### config.mk
export PLATFORM = sky130hd
export DESIGN_NAME = lrn_fifo
export DESIGN_NICKNAME = d
export VERILOG_FILES = /design/src/rtl/core/lrn_pkg.sv /design/src/rtl/core/lrn_fifo.sv
export SDC_FILE = /design/constraint.sdc
export NUM_CORES = 1
export LEC_CHECK = 0
export BUFFER_PORTS_ARGS = -buffer_cell sky130_fd_sc_hd__buf_2
export CORE_MARGIN = 2
export CORE_UTILIZATION = 51
export DETAILED_ROUTE_END_ITERATION = 7
export GPL_ROUTABILITY_DRIVEN = 0
export PLACE_DENSITY = 0.76
export RECOVER_POWER = 50
export SKIP_LAST_GASP = 1
export SLEW_MARGIN = 20
export SYNTH_ARGS = -nofsm -noshare
export SYNTH_HDL_FRONTEND = slang
export SYNTH_SLANG_ARGS = --single-unit
### constraint.sdc
create_clock -name clock -period 3.9 [get_ports clock]
set_input_delay 0.195 -clock clock [delete_from_list [all_inputs] [get_ports clock]]
set_output_delay 0.195 -clock clock [all_outputs]
set_load 0.005 [all_outputs]
### src/rtl/core/lrn_pkg.sv
`default_nettype none

package lrn_pkg;

   // build-time defaults for the top-level parameters
   localparam int PLANE_MAX_DEF = 4096;
   localparam int HALF_MAX_DEF  = 4;

   // command fields sized for the widest legal parameters
   localparam int CMD_POS_W  = 16;
   localparam int CMD_SLOT_W = 5;

   localparam int DEPTH_MAX  = 4096;
   localparam int LOG_BITS   = 24;
   localparam int FIFO_DEPTH = 2;

   localparam logic KIND_SAMPLE = 1'b0;
   localparam logic KIND_DRAIN  = 1'b1;

   typedef enum logic [2:0] {
      CSR_CHANNEL_COUNT = 3'd0,
      CSR_PLANE_SIZE    = 3'd1,
      CSR_WINDOW_SIZE   = 3'd2,
      CSR_ALPHA_SCALE   = 3'd3,
      CSR_BETA_EXPONENT = 3'd4,
      CSR_BIAS_K        = 3'd5
   } lrn_csr_type;

   localparam logic [12:0] CHANNEL_COUNT_RST = 13'd1;
   localparam logic [12:0] PLANE_SIZE_RST    = 13'd1;
   localparam logic [3:0]  WINDOW_SIZE_RST   = 4'd5;
   localparam logic [31:0] ALPHA_SCALE_RST   = 32'd429497;
   localparam logic [17:0] BETA_EXPONENT_RST = 18'd49152;
   localparam logic [23:0] BIAS_K_RST        = 24'd131072;

   typedef struct packed {
      logic               kind;
      logic signed [15:0] sample;
   } lrn_req_type;

   typedef struct packed {
      logic signed [15:0] value;
      logic               last;
   } lrn_rsp_type;

   typedef struct packed {
      logic [12:0] channel_count;
      logic [12:0] plane_size;
      logic [3:0]  window_size;
   } lrn_shape_type;

   typedef struct packed {
      logic [31:0] alpha_scale;
      logic [17:0] beta_exponent;
      logic [23:0] bias_k;
   } lrn_coef_type;

   typedef struct packed {
      logic                  is_drain;
      logic signed [15:0]    x;
      logic [CMD_SLOT_W-1:0] old_slot;
      logic [CMD_SLOT_W-1:0] y_slot;
      logic [CMD_POS_W-1:0]  pos;
      logic                  first;
      logic                  old_valid;
      logic                  emit;
      logic                  y_is_x;
      logic                  last;
   } lrn_cmd_type;

   typedef enum logic [2:0] {
      B_IDLE, B_READ, B_SQUARE, B_SUM, B_BASE, B_START, B_NORM, B_OUT
   } lrn_back_state_type;

   typedef enum logic [3:0] {
      N_IDLE, N_LZC, N_LOG, N_EXP, N_SPLIT, N_POW, N_SCALE, N_ROUND, N_DONE
   } lrn_norm_state_type;

   typedef logic [31:0] lrn_root_tab_type [LOG_BITS+1];

   function automatic logic [63:0] isqrt64(input logic [63:0] n_in);
      logic [63:0] n;
      logic [63:0] res;
      logic [63:0] bit_v;
      n     = n_in;
      res   = 64'd0;
      bit_v = 64'd1 << 62;
      while (bit_v > n) bit_v = bit_v >> 2;
      while (bit_v != 64'd0) begin
         if (n >= res + bit_v) begin
            n   = n - (res + bit_v);
            res = (res >> 1) + bit_v;
         end else begin
            res = res >> 1;
         end
         bit_v = bit_v >> 2;
      end
      return res;
   endfunction

   // floor(2^30 * 2^(2^-i)) by repeated square roots
   function automatic lrn_root_tab_type build_roots();
      lrn_root_tab_type t;
      logic [63:0]      r;
      t[0] = 32'd0;
      r    = isqrt64(64'd2 << 60);
      t[1] = r[31:0];
      for (int i = 2; i <= LOG_BITS; i++) begin
         r    = isqrt64(r << 30);
         t[i] = r[31:0];
      end
      return t;
   endfunction

endpackage

`default_nettype wire

### src/rtl/core/lrn_fifo.sv
`default_nettype none

module lrn_fifo (
   input  logic                 clock,
   input  logic                 reset,
   input  logic                 push,
   input  lrn_pkg::lrn_cmd_type push_cmd,
   output logic                 full,
   input  logic                 pop,
   output lrn_pkg::lrn_cmd_type head,
   output logic                 empty
);
   import lrn_pkg::*;

   localparam int PTR_W = (FIFO_DEPTH > 1) ? $clog2(FIFO_DEPTH) : 1;

   lrn_cmd_type      slots_ff [FIFO_DEPTH];
   logic [PTR_W-1:0] wr_ptr_ff, wr_ptr_in, rd_ptr_ff, rd_ptr_in;
   logic [PTR_W:0]   count_ff, count_in;

   assign full  = (count_ff == (PTR_W + 1)'(FIFO_DEPTH));
   assign empty = (count_ff == '0);
   assign head  = slots_ff[rd_ptr_ff];

   always_comb begin
      wr_ptr_in = wr_ptr_ff;
      rd_ptr_in = rd_ptr_ff;
      count_in  = count_ff;
      if (push) begin
         wr_ptr_in = (wr_ptr_ff == PTR_W'(FIFO_DEPTH - 1)) ? '0 : wr_ptr_ff + 1'b1;
      end
      if (pop) begin
         rd_ptr_in = (rd_ptr_ff == PTR_W'(FIFO_DEPTH - 1)) ? '0 : rd_ptr_ff + 1'b1;
      end
      if (push && !pop) count_in = count_ff + 1'b1;
      else if (pop && !push) count_in = count_ff - 1'b1;
   end

   always_ff @(posedge clock) begin
      if (reset) begin
         wr_ptr_ff <= '0;
         rd_ptr_ff <= '0;
         count_ff  <= '0;
      end else begin
         wr_ptr_ff <= wr_ptr_in;
         rd_ptr_ff <= rd_ptr_in;
         count_ff  <= count_in;
      end
   end

   always_ff @(posedge clock) begin
      if (push) slots_ff[wr_ptr_ff] <= push_cmd;
   end

endmodule

`default_nettype wire

==> results of run 1 <==
[cell usage in the layout, fill, tap and decap left out, types with 2 or more instances in the layout]
| master | synthesis | routed |
|---|---|---|
| clkbuf_1 | 0 | 19 |
| edfxtp_1 | 96 | 96 |
| buf_2 | 2 | 81 |
| clkbuf_8 | 0 | 9 |
| xor2_1 | 2 | 2 |
| dfxtp_1 | 5 | 4 |
| clkinv_1 | 0 | 2 |
| mux2_2 | 48 | 48 |
| nor2_1 | 5 | 5 |
| clkinv_2 | 0 | 2 |
| xnor2_1 | 2 | 2 |
[cell type report]
class / count / area, um^2
clock buffer: 9 / 123.9
clock inverter: 6 / 55.05
fill: 533 / 2439
inverter: 1 / 3.754
multi-input combinational: 64 / 651.9
sequential: 101 / 2987
tap: 96 / 120.1
timing repair buffer: 102 / 489.2
[cells by family (layout without fill, tap and decap cells)]
logic type | count (synthesis) | in the layout | synth area share (%)
compound gates | 2 | 2 | 0.2724
xor+xnor | 4 | 4 | 0.9545
fa+ha+maj | 1 | 1 | 0.3408
buf+inv | 6 | 118 | 1.193
flops | 101 | 101 | 81.25
mux | 48 | 48 | 14.72
simple gates | 9 | 9 | 1.262
[final timing paths]
path | from | to | slack (ns) | depth (start not counted)
min | push_cmd[0] | slots_ff[0][0] | 0.03 | 1
min reg2reg | count_ff[1] | count_ff[1] | 0.52 | 2
max reg2reg | wr_ptr_ff | slots_ff[1][13] | 1.37 | 1
max | wr_ptr_ff | slots_ff[1][13] | 1.37 | 1
[flip-flops by register name, indices dropped and copies added (netlist names), named ones only]
name and count:
rd_ptr_ff 1, count_ff 2, slots_ff 96, wr_ptr_ff 1
[metrics by stage]
stage          hold slack, ns  total power [mW]  instance area, um^2  utilization, %  std cells
3_5_place_dp           0.3863             1.543                 4275           62.24        364
2_1_floorplan          0.2641             1.432                 3671               -        171
6_report              0.02956             2.124                 4431           64.50        379
4_1_cts               0.01533             2.151                 4454           64.85        379
3_3_place_gp           0.3826             1.535                 4274           62.22        364
5_1_grt               0.01336             2.203                 4431           64.50        379
[cells in the mapped netlist]
library cell	count	share of area, %
dfxtp_1	5	2.7
and2b_2	1	0.24
or3_1	1	0.17
edfxtp_1	96	79
xnor2_1	2	0.48
buf_4	1	0.20
nor2_1	5	0.51
nor2b_1	1	0.17
a21oi_1	1	0.14
buf_2	2	0.27
buf_6	2	0.61
xor2_1	2	0.48
o21ai_0	1	0.14
and2_1	1	0.17
mux2_2	48	15
ha_1	1	0.34
inv_1	1	0.10
[metal layers]
| layer | routed length, um | vias to the layer above | part of all wire [%] | GRT usage (%) |
|---|---|---|---|---|
| li1 | - | 877 | - | - |
| met1 | 2549 | 932 | 41 | 18.41 |
| met2 | 3097 | 63 | 50 | 25.24 |
| met3 | 461 | 9 | 7.5 | 6.250 |
| met4 | 78 | 0 | 1.3 | 5.785 |
| met5 | 0 | - | 0 | 0 |
[power by group through the flow]
stage / registers [mW] / logic (mW) / clock network (mW)
floorplan: 1.30 / 0.131 / 0
global placement: 1.32 / 0.213 / 0
detailed placement: 1.33 / 0.218 / 0
CTS: 1.30 / 0.219 / 0.631
global route: 1.31 / 0.232 / 0.663
finish: 1.30 / 0.211 / 0.612
==> results.json, run 1 <==
{
  "tns_ns": 0,
  "wl_per_cell_um": 16.32,
  "pwr-share-seq_pct": 61.2,
  "cts_root_buf": "clkbuf_8",
  "synth.distinct_cells": 17,
  "htreeDepth": 3,
  "drive_gt1_share_pct": 51.94,
  "cap_violations": 1,
  "routed-via-count": 1881,
  "num_antenna_cells": 0,
  "vias_per_cell": 4.963,
  "postCtsSetupBuffers": 0,
  "cts_made_buffers": 9,
  "slew_viol_final": 49,
  "crit_arrival_ns": 2.45,
  "syn_area_um2": 3671,
  "grt_pass1_vias": 1858,
  "p_int_mw": 1.667,
  "rows": 30,
  "switching_share_pct": 21.51,
  "grt_use_total_pct": 15.41,
  "syn_avg_cell_area_um2": 21.47,
  "grt_pass1_wl_mm": 8.728,
  "leakagePower_nw": 1.621,
  "detail_route.wirelength_mm": 6.186,
  "drc": 0,
  "final_nets": 332,
  "path_delay_family": "simple AND/OR/NAND/NOR gates",
  "synth_nets": 224,
  "die_w_um": 88.84,
  "timing.final.ws_setup_ns": 1.373,
  "drt_iter0_markers": 61,
  "clk_pin_slew_ns": 0.09,
  "drtAntennaViolNets": 0,
  "drt_first_pass_iters": 4,
  "cts_buffer_depth": 2,
  "comb_power_share_pct": 10.0,
  "cts_resized": 0,
  "crit_slowest_cell": "and2_1",
  "die_y_um": 88.84,
  "io_buffer_count": 101,
  "p_switching_mw": 0.4567,
  "hold_viol_final": 0,
  "die_area_um2": 7893,
  "violations": "capacitance limit, slew limit",
  "cts_num_sinks": 101,
  "dpl_worst_slack_ns": 2.000,
  "cts_tree": "done",
  "path_buf_inv": 0,
  "grt_max_degree": 49,
  "synth-seq-area-share_pct": 81.25,
  "overflow": 0,
  "ios": 102,
  "skew_ns": 0.004354,
  "place_hpwl_mm": 3.920,
  "yosysWarnings": 0,
  "coreArea_um2": 6869,
  "clkPwrFrac_pct": 28.8,
  "crit_chain": "and2_1",
  "synthToLayoutAreaGrowth_pct": 20.69,
  "rsz0062_at_grt": "false",
  "synth-seq-cells": 101,
  "crit_type": "flop to flop",
  "irDropWorstVdd_uv": 251.6,
  "worst_pin_slew_ns": 2.245,
  "antenna_found_initial": 0,
  "max_freq_mhz": 395.8,
  "start_util_pct": 53.44,
  "finalCritPeriodShare_pct": 64.79,
  "netlist_instances": 171,
  "critPathMaxFanout": 48,
  "period_minus_slack_ns": 2.527,
  "cp-end-kind": "flop",
  "maxSlewHeadroom_pct": -49.67,
  "cp-start-kind": "flop",
  "powerDensity_nw_per_um2": 479.3,
  "status": "finished with violations",
  "cp.required_ns": 3.82,
  "clkLatencyLatePin_ns": 0.34,
  "slowest_delay_ns": 1.68,
  "hold_path.class": "primary input to flop",
  "cts_hold_buf": 0,
  "setup_viol": 0
}
No activity file was read; power rests on OpenSTA's default activity.
==> run 2: changes to the inputs <==
- clock period: 3.9 -> 2.4 ns (I/O delays scaled with it)
==> results.json, run 2 (synthesized netlist as in run 1, its figures left out) <==
{
  "htreeDepth": 3,
  "maxSlewHeadroom_pct": 27.09,
  "cts_buffer_depth": 2,
  "crit_type": "flop to flop",
  "routed-via-count": 2061,
  "irDropWorstVdd_uv": 476.1,
  "drtAntennaViolNets": 0,
  "num_antenna_cells": 0,
  "timing.final.ws_setup_ns": 0.5422,
  "cp.required_ns": 2.45,
  "cts_num_sinks": 101,
  "drc": 0,
  "comb_power_share_pct": 12.6,
  "cp-start-kind": "flop",
  "largest_register_ffs": 96,
  "switching_share_pct": 22.25,
  "cts_root_buf": "clkbuf_8",
  "p_int_mw": 2.797,
  "regMostFlops": "slots_ff",
  "place_hpwl_mm": 4.060,
  "final_nets": 386,
  "rsz0062_at_grt": "false",
  "grt_max_degree": 24,
  "skew_ns": 0.009443,
  "io_buffer_count": 101,
  "period_minus_slack_ns": 1.858,
  "ios": 102,
  "die_y_um": 88.84,
  "antenna_found_initial": 0,
  "cap_violations": 0,
  "vias_per_cell": 4.749,
  "hold_viol_final": 0,
  "rrSetupSlack_ns": 0.54,
  "status": "completed",
  "finalPower_mw": 3.598,
  "cp-end-kind": "flop",
  "wl_per_cell_um": 15.45,
  "start_util_pct": 53.44,
  "max_freq_mhz": 538.3,
  "final_common_cell": "edfxtp_1",
  "top_regs": "slots_ff (96), count_ff (2)",
  "dpl_worst_slack_ns": 0.9117,
  "postCtsSetupBuffers": 0,
  "grt_pass1_wl_mm": 9.956,
  "pwr-share-seq_pct": 58.0,
  "clkPwrFrac_pct": 29.4,
  "final_area_um2": 4991,
  "drive_gt1_share_pct": 41.72,
  "dpl_cell_area_um2": 4349,
  "grt_use_total_pct": 17.54,
  "worst_pin_slew_ns": 1.089,
  "detail_route.wirelength_mm": 6.704,
  "fillers": 443,
  "cts_resized": 0,
  "rows": 30,
  "mostFrequentLayoutCells": "edfxtp_1 (96), buf_2 (64), dlygate4sd3_1 (49)",
  "drt_iter0_markers": 63,
  "critPathMaxFanout": 14,
  "slew_viol_final": 0,
  "setup_viol": 0,
  "leakagePower_nw": 1.822,
  "die_area_um2": 7893,
  "crit_arrival_ns": 1.91,
  "tns_ns": 0,
  "clkLatencyLatePin_ns": 0.36,
  "cts_made_buffers": 9,
  "synthToLayoutAreaGrowth_pct": 35.96,
  "clk_pin_slew_ns": 0.09,
  "cts_hold_buf": 49,
  "coreArea_um2": 6869,
  "cts_tree": "done",
  "hold_ws_ns": 0.05940,
  "powerDensity_nw_per_um2": 720.8,
  "hold_path.class": "primary input to flop",
  "drt_first_pass_iters": 4,
  "die_w_um": 88.84,
  "p_switching_mw": 0.8003,
  "grt_pass1_vias": 2107,
  "overflow": 0,
  "finalCritPeriodShare_pct": 77.41
}
-- run 2: cell count changes in the layout (fill, tap and decap cells not counted), moves of 3 or more --
| cell | delta |
|---|---|
| buf_12 | +3 |
| buf_2 | -17 |
| clkbuf_1 | +14 |
| clkbuf_2 | +4 |
| dlygate4sd3_1 | +49 |
-- run 2: final cells by class --
| cell class | instances | area (um^2) | area share [%] |
|---|---|---|---|
| multi-input combinational | 64 | 646.9 | 12.96 |
| inverter | 1 | 3.754 | 0.07521 |
| sequential | 101 | 2984 | 59.79 |
| clock inverter | 6 | 70.07 | 1.404 |
| tap | 96 | 120.1 | 2.407 |
| clock buffer | 10 | 127.6 | 2.557 |
| timing repair buffer | 156 | 1039 | 20.81 |
-- run 2: metrics by stage --
stage	utilization (%)	instances
final	72.66	434
after global routing	72.66	434
after CTS	73.33	434
after detailed placement	63.32	369
after global placement	63.32	369
after floorplan	-	171
-- run 2: worst paths after layout --
check | from | to | cells after the start
worst max-delay path | wr_ptr_ff | slots_ff[1][16] | 2
worst min-delay path | pop | flop | 3
worst min register to register | count_ff[1] | count_ff[1] | 2
worst max register to register | wr_ptr_ff | slots_ff[1][16] | 2
-- run 2: routing by layer --
metal	vias up	part of all wire [%]	track usage [%]
met4	0	1.3	7.438
met2	73	50	29.58
met1	993	43	21.48
met3	8	5.5	4.571
li1	987	-	-
met5	-	0	0
-- run 2: power groups by stage --
stage	logic [mW]	registers (mW)	clock network (mW)
finish	0.453	2.09	1.06
global route	0.497	2.10	1.14
CTS	0.462	2.09	1.08
detailed placement	0.397	2.13	0
global placement	0.392	2.12	0
floorplan	0.213	2.11	0
-- run 2: worst max-delay path, cell delays in order (launching register included) --
cell	delay [ns]
dfxtp_1	0.38
and2_0	0.80
buf_4	0.37
